File: src/hw/rtl/ffq_pkg.sv
// Package for the float fixed-point quantizer.
// Holds register indexes, widths and the limit-pattern helper function.
// No dependencies.
package ffq_pkg;

  localparam int unsigned CfgIdxW  = 1;
  localparam int unsigned CfgDataW = 6;

  typedef enum logic [CfgIdxW-1:0] {
    REG_INT_BITS      = 1'b0,
    REG_FRACTION_BITS = 1'b1
  } cfg_reg_t;

  // Effective settings after saturation into the legal ranges.
  typedef struct packed {
    logic [5:0]  n;
    logic [31:0] rmax;
    logic [31:0] rmin_mag;
  } limits_t;

  // Positive upper limit: float of 2^(m-1) - 2^-n, m in 1..32, n in 0..32.
  function automatic logic [31:0] upper_limit(input logic [5:0] m, input logic [5:0] n);
    logic [6:0] c;
    logic [6:0] cm1;
    logic [7:0] ex;
    logic [22:0] frac;
    c = 7'(m) - 7'd1 + 7'(n);
    cm1 = c - 7'd1;
    ex = 8'(m) + 8'd125;
    // The leading one is implicit, so the mantissa holds the other c-1 ones.
    frac = ~(23'h7FFFFF >> cm1[4:0]);
    if (c > 7'd24) begin
      upper_limit = {1'b0, 8'(8'(m) + 8'd126), 23'd0};
    end else if (c == 7'd0) begin
      upper_limit = 32'd0;
    end else begin
      upper_limit = {1'b0, ex, frac};
    end
  endfunction

endpackage

File: src/hw/rtl/ffq_if.sv
// Valid/ready channel interfaces for the quantizer.
// Depends on ffq_pkg for the configuration widths.
interface ffq_data_if;
  logic        valid;
  logic        ready;
  logic [31:0] value;
  modport source (output valid, output value, input ready);
  modport sink   (input valid, input value, output ready);
endinterface

interface ffq_cfg_if;
  import ffq_pkg::*;
  logic                valid;
  logic                ready;
  logic [CfgIdxW-1:0]  index;
  logic [CfgDataW-1:0] data;
  modport source (output valid, output index, output data, input ready);
  modport sink   (input valid, input index, input data, output ready);
endinterface

File: src/hw/rtl/ffq_cfg.sv
// Configuration registers and precomputed limits for the quantizer.
// Depends on ffq_pkg and ffq_cfg_if.
module ffq_cfg
  import ffq_pkg::*;
(
  input  logic      clk,
  input  logic      rst,
  ffq_cfg_if.sink   cfg,
  output limits_t   lim
);
  logic [5:0] int_bits;
  logic [5:0] fraction_bits;
  logic [5:0] m_eff;
  logic [5:0] n_eff;

  assign cfg.ready = 1'b1;

  always_ff @(posedge clk) begin
    if (rst) begin
      int_bits      <= 6'd8;
      fraction_bits <= 6'd8;
    end else if (cfg.valid) begin
      unique case (cfg_reg_t'(cfg.index))
        REG_INT_BITS:      int_bits      <= cfg.data;
        REG_FRACTION_BITS: fraction_bits <= cfg.data;
        default: ;
      endcase
    end
  end

  always_comb begin
    m_eff = int_bits;
    if (m_eff == 6'd0) m_eff = 6'd1;
    if (m_eff > 6'd32) m_eff = 6'd32;
    n_eff = (fraction_bits > 6'd32) ? 6'd32 : fraction_bits;
  end

  // Limits are registered; the user must change config only while idle, the block does not enforce it.
  always_ff @(posedge clk) begin
    lim.n        <= n_eff;
    lim.rmax     <= upper_limit(m_eff, n_eff);
    lim.rmin_mag <= {1'b0, 8'(8'(m_eff) + 8'd126), 23'd0};
  end
endmodule

File: src/hw/rtl/ffq_core.sv
// Combinational quantization of one float32 sample.
// Depends on ffq_pkg.
module ffq_core
  import ffq_pkg::*;
(
  input  logic [31:0] x,
  input  limits_t     lim,
  output logic [31:0] y
);
  logic [30:0] mag;
  logic        sgn;
  logic [9:0]  k;

  assign mag = x[30:0];
  assign sgn = x[31];
  // k = 150 - exp - n, signed 10 bits
  assign k = 10'd150 - 10'(mag[30:23]) - 10'(lim.n);

  always_comb begin
    if (mag > 31'h7F800000) begin
      y = x;
    end else if (!sgn && {1'b0, mag} > lim.rmax) begin
      y = lim.rmax;
    end else if (sgn && {1'b0, mag} > lim.rmin_mag) begin
      y = {1'b1, lim.rmin_mag[30:0]};
    end else if (mag[30:23] == 8'd0) begin
      y = {sgn, 31'd0};
    end else if (k[9] || k == 10'd0) begin
      y = x;
    end else if (k >= 10'd24) begin
      y = {sgn, 31'd0};
    end else begin
      y = x & ~((32'd1 << k[4:0]) - 32'd1);
    end
  end
endmodule

File: src/hw/rtl/float_fixed_point_quantizer_top.sv
// Top level of the float fixed-point quantizer.
// Depends on ffq_pkg, the channel interfaces, ffq_cfg and ffq_core.
//
// The block takes one IEEE single-precision sample per transfer and returns it
// clipped to a signed fixed-point range with a programmable number of integer
// bits (sign included) and truncated toward zero to fraction_bits fraction
// bits, still as a float32.
// NaN passes through unchanged and zero keeps its sign. One sample is taken
// every cycle unless the output stalls; each result appears in the cycle after
// its transfer, from one output register refilled in the same cycle it drains.
// Configuration writes are always accepted; register 0 sets the integer bits
// and register 1 is fraction_bits. Write them only while no samples are in
// flight, and allow one cycle after a write before the next sample.
module float_fixed_point_quantizer_top
  import ffq_pkg::*;
(
  input  logic       clk,
  input  logic       rst,
  ffq_cfg_if.sink    cfg,
  ffq_data_if.sink   din,
  ffq_data_if.source dout
);
  limits_t     lim;
  logic [31:0] q;
  logic        out_valid;
  logic [31:0] out_value;

  ffq_cfg u_cfg (.clk(clk), .rst(rst), .cfg(cfg), .lim(lim));
  ffq_core u_core (.x(din.value), .lim(lim), .y(q));

  // The output register accepts a new sample whenever it is empty or drained.
  assign din.ready  = !out_valid || dout.ready;
  assign dout.valid = out_valid;
  assign dout.value = out_value;

  always_ff @(posedge clk) begin
    if (rst) begin
      out_valid <= 1'b0;
    end else if (din.ready) begin
      out_valid <= din.valid;
    end
  end

  always_ff @(posedge clk) begin
    if (din.ready && din.valid) begin
      out_value <= q;
    end
  end

  a_stall_holds: assert property (@(posedge clk) disable iff (rst)
    out_valid && !dout.ready |=> out_valid && $stable(out_value))
    else $error("result lost under stall");
  a_take: assert property (@(posedge clk) disable iff (rst)
    din.valid && din.ready |=> out_valid)
    else $error("accepted sample gave no result");
  a_nan: assert property (@(posedge clk) disable iff (rst)
    din.valid && din.ready && din.value[30:0] > 31'h7F800000
    |=> out_value == $past(din.value))
    else $error("NaN not passed through");
endmodule

File: src/flat_wrapper.sv
// flat-port wrapper written by rule: the top's interface ports become plain ports
module float_fixed_point_quantizer_top_flat import ffq_pkg::*;
  (clk, rst, cfg_valid, cfg_index, cfg_data, cfg_ready, din_valid, din_value, din_ready, dout_valid, dout_value, dout_ready);
  ffq_cfg_if cfg_i ();
  ffq_data_if din_i ();
  ffq_data_if dout_i ();
  input  logic clk;
  input  logic rst;
  input wire logic [$bits(cfg_i.valid)-1:0] cfg_valid;
  input wire logic [$bits(cfg_i.index)-1:0] cfg_index;
  input wire logic [$bits(cfg_i.data)-1:0] cfg_data;
  output wire logic [$bits(cfg_i.ready)-1:0] cfg_ready;
  input wire logic [$bits(din_i.valid)-1:0] din_valid;
  input wire logic [$bits(din_i.value)-1:0] din_value;
  output wire logic [$bits(din_i.ready)-1:0] din_ready;
  output wire logic [$bits(dout_i.valid)-1:0] dout_valid;
  output wire logic [$bits(dout_i.value)-1:0] dout_value;
  input wire logic [$bits(dout_i.ready)-1:0] dout_ready;
  assign cfg_i.valid = cfg_valid;
  assign cfg_i.index = cfg_index;
  assign cfg_i.data = cfg_data;
  assign cfg_ready = cfg_i.ready;
  assign din_i.valid = din_valid;
  assign din_i.value = din_value;
  assign din_ready = din_i.ready;
  assign dout_valid = dout_i.valid;
  assign dout_value = dout_i.value;
  assign dout_i.ready = dout_ready;
  float_fixed_point_quantizer_top u_core (.clk(clk), .rst(rst), .cfg(cfg_i), .din(din_i), .dout(dout_i));
endmodule
File: config.mk
export PLATFORM = sky130hd
export DESIGN_NAME = float_fixed_point_quantizer_top_flat
export DESIGN_NICKNAME = d
export VERILOG_FILES = /design/src/hw/rtl/ffq_pkg.sv /design/src/hw/rtl/ffq_if.sv /design/src/hw/rtl/ffq_cfg.sv /design/src/hw/rtl/ffq_core.sv /design/src/hw/rtl/float_fixed_point_quantizer_top.sv /design/src/flat_wrapper.sv
export SDC_FILE = /design/constraint.sdc
export NUM_CORES = 1
export LEC_CHECK = 0
export BUFFER_PORTS_ARGS = -buffer_cell sky130_fd_sc_hd__buf_2
export CAP_MARGIN = 20
export CORE_MARGIN = 1.5
export CORE_UTILIZATION = 65
export CTS_CLUSTER_SIZE = 16
export DETAILED_ROUTE_END_ITERATION = 6
export GPL_TIMING_DRIVEN = 0
export PLACE_DENSITY = 0.87
export SYNTH_ARGS = -nofsm -noshare
export SYNTH_HDL_FRONTEND = slang
export SYNTH_HIERARCHICAL = 1
export SYNTH_SLANG_ARGS = --single-unit
File: constraint.sdc
create_clock -name clk -period 8.6 [get_ports clk]
set_input_delay 0.43 -clock clk [delete_from_list [all_inputs] [get_ports clk]]
set_output_delay 0.43 -clock clk [all_outputs]
set_load 0.01 [all_outputs]
==> impl_metrics.csv <==
group,metric,value,unit
clock_network,clock_latency,0.38,ns
synthesis,yosys-top-cells-area,"dfxtp_1 (16%), ha_1 (15%), edfxtp_1 (13%), inv_1 (5.5%), a21oi_1 (4.6%)",
placed_design,placedInstanceArea,0.00792,mm2
placed_design,dpl.hpwl,16.6,mm
global_routing,grt_pass1_vias,6441,
floorplanning,pin_count,79,
critical_path,cpMaxStageDelayCell,"nor4_1",
power,power_leakage,3.57,nW
floorplanning,rows,38,
global_routing,track_usage,0.368,
synthesis,synth_area_leader_cell,"dfxtp_1",
floorplanning,coreArea,0.0109,mm2
synthesis,ys_warn_count,6,
clock_network,cts_tree,"built",
sta,timing_hold_violations_final,0,
sta,fin_crit_sh,0.512,
floorplanning,die_h,109,um
synthesis,synth_edf_count,32,
sta,max_freq,227,MHz
sta,fin_crit,4.41,ns
synthesis,yosys-top-cells-count,"inv_1 (106), ha_1 (86), nand2_1 (84)",
clock_network,cts_setup_buffers,0,
cells_and_area,final_nets,1148,
power,p_seq_frac,0.359,
sta,tightest_slew,0.931,ns
critical_path,cp_slowest_stage_delay,0.56,ns
critical_path,worstSetupStartpointType,"input port",
critical_path,cp.required,8.70,ns
routing,drcViolationCount,0,
clock_network,post_cts_resize_count,0,
synthesis,netlist.area_leader.share,0.160,
synthesis,synth_cells,904,
synthesis,synth.most_common_cell,"inv_1",
worst_hold_path,hp-class,"input port to flop",
power,p_int,0.942,mW
routing,first_pass_iters,6,
placed_design,io_buffers,77,
cells_and_area,diodes,0,
clock_network,cts_root_buf,"clkbuf_8",
clock_network,htree_levels,3,
synthesis,synth_cell_type_count,79,
clock_network,numCtsBuffers,9,
routing,routedWlPerCell,18.3,um
sta,maxSlewHeadroom,0.375,
sta,setup_viol,0,
cells_and_area,drive_above_1_share,0.154,
power,swShare,0.422,
critical_path,crit_chain,"buf_2 > inv_1 > ha_1 > inv_1 > fa_1 > a211oi_1 > nor2_1 > xor2_1 > nor4_1 > inv_1 > ha_1 > nor2b_1 > inv_1 > or3_1 > a21oi_1 > o21ai_0 > nand4_1 > o21ai_0",
global_routing,grt_max_degree,33,
synthesis,synth.avg_cell_area,8.04,um2
run,maxCapViolations,0,
power,ir_drop,154,uV
floorplanning,initial_core_util,0.667,
floorplanning,die-area,0.0118,mm2
synthesis,syn-cell-area,0.00727,mm2
cells_and_area,register_area,0.00212,mm2
sta,finalSetupTns,0,ns
cells_and_area,multi_input_area,0.00443,mm2
synthesis,synthFlopType,"dfxtp_1",
global_routing,grt_pass1_wl,33.0,mm
cells_and_area,area_growth,12.0,%
global_routing,antenna_found_initial,1,
routing,vias_per_cell,6.11,
clock_network,cts_sinks,90,
critical_path,arrival,4.51,ns
global_routing,gr-total-overflow,0,
synthesis,postSynth.asyncResetShare,0,
sta,slew_viol_final,0,
synthesis,ys_ff_latch,90,
outcome,status,"complete, no violations",
critical_path,worstSetupPathType,"input port to flop",
clock_network,clockBufferDepth,2,
clock_network,clk_pin_slew,0.11,ns
synthesis,ys_seq_area_frac,0.292,
sta,rsz0062_at_grt,"false",
critical_path,critPathMaxFanout,9,
clock_network,cts_hold_buf,0,
power,powerDensity,200,mW/mm2
sta,fin_skew,0.0121,ns
power,pwr-share-comb,0.443,
power,p_clk_frac,0.199,
routing,wirelength,21.2,mm
power,switchingPower,0.688,mW
routing,drt_iter0_drc,789,
routing,vias,7090,
critical_path,critPathCaptureType,"flop",
critical_path,crit_top_cell,"inv_1",
placed_design,place.gp.congestion,0.958,
cells_and_area,final.fill_count,914,
floorplanning,dieWidth,109,um
cells_and_area,final_area,0.00814,mm2
routing,antenna_left,0,
## metrics by stage
step	utilization	worst slack (ns)	power, mW	instances	hold WS [ns]
6_report	0.747	4.19	1.63	1161	0.242
5_1_grt	0.747	3.98	1.73	1161	0.237
4_1_cts	0.747	4.32	1.61	1161	0.228
3_5_place_dp	0.727	3.91	1.28	1145	0.451
3_3_place_gp	0.727	3.95	1.27	1145	0.443
2_1_floorplan	-	4.90	1.07	928	0.432
## worst max-delay path: cells and delay by family
family	cells	cell delay, ns
XOR/XNOR	1	0.19
buffers and inverters	5	0.64
adder cells (fa/ha/maj)	3	0.97
AND/OR/NAND/NOR	5	1.45
AO/OA/AOI/OAI	4	0.80
## power groups by stage
stage	Combinational, mW	Clock (mW)	Sequential, mW
after detailed placement	0.693	0	0.591
after global placement	0.678	0	0.589
final	0.722	0.324	0.585
after CTS	0.697	0.326	0.582
after global routing	0.795	0.343	0.593
after floorplan	0.491	0	0.579
## routing by layer
layer  GRT usage  up-vias  part of all wire
met5           0        -           0.00052
met4       0.130        2             0.026
met3      0.0825       54              0.12
met2       0.577      409              0.44
met1       0.497     3223              0.41
li1            -     3402                 -
## state kept, by name (all words and copies together) (netlist names)
register	flops
u_core/dout.valid	1
u_core/dout.value	32
u_core/u_cfg/fraction_bits	6
u_core/u_cfg/int_bits	6
u_core/u_cfg/lim	45
## cells by family (layout without fill, tap and decap cells)
kind of cell / Yosys count / after routing / share of synthesized area
AOI/OAI and AO/OA: 238 / 238 / 0.219
adders and majority gates: 89 / 89 / 0.155
and+or+nand+nor: 284 / 284 / 0.191
muxes: 6 / 6 / 0.00827
DFF: 90 / 90 / 0.292
other: 2 / 26 / 0.00103
xor gates and xnor gates: 19 / 19 / 0.0229
buffers and inverters: 176 / 269 / 0.111
## area by class of cell
cell class	count	area share
Multi-Input combinational cell	662	0.544
Sequential cell	90	0.261
Buffer	70	0.0504
Inverter	106	0.0489
Timing Repair Buffer	77	0.0474
Tap cell	140	0.0215
Clock buffer	9	0.0152
Clock inverter	7	0.0117
## path summary, 6_finish.rpt
path / start / end / slack, ns / depth (start not counted)
worst max-delay path: din_value[23] / u_core/dout.value[22]$_DFFE_PP_ / 4.19 / 18
worst min-delay path: rst / u_core/dout.valid$_SDFFE_PP0P_ / 0.24 / 2
worst max register to register: u_core/u_cfg/lim[64]$_DFF_P_ / u_core/dout.value[22]$_DFFE_PP_ / 4.42 / 16
worst min register to register: u_core/u_cfg/fraction_bits[1]$_SDFFE_PP0P_ / u_core/u_cfg/fraction_bits[1]$_SDFFE_PP0P_ / 0.47 / 2
## layout by cell type, fill, tap and decap left out, types with 4 or more instances in the layout
| cell | instances |
|---|---|
| a211o_1 | 5 |
| a211oi_1 | 4 |
| a21o_1 | 10 |
| a21oi_1 | 67 |
| a21oi_2 | 4 |
| a221o_1 | 4 |
| a221oi_1 | 12 |
| a22oi_1 | 4 |
| a31oi_1 | 17 |
| and3_1 | 6 |
| buf_2 | 81 |
| buf_4 | 26 |
| buf_6 | 6 |
| clkbuf_1 | 33 |
| clkbuf_8 | 9 |
| conb_1 | 26 |
| dfxtp_1 | 58 |
| edfxtp_1 | 32 |
| ha_1 | 86 |
| inv_1 | 106 |
| mux2i_1 | 6 |
| nand2_1 | 84 |
| nand2b_1 | 8 |
| nand3_1 | 48 |
| nand3b_1 | 4 |
| nand4_1 | 20 |
| nand4b_1 | 4 |
| nor2_1 | 57 |
| nor2b_1 | 6 |
| nor3_1 | 16 |
| nor4_1 | 14 |
| o211ai_1 | 6 |
| o21ai_0 | 55 |
| o21ai_1 | 6 |
| o31ai_1 | 4 |
| or2_2 | 4 |
| xnor2_1 | 12 |
| xor2_1 | 7 |
(Power assumes the default switching activity.)
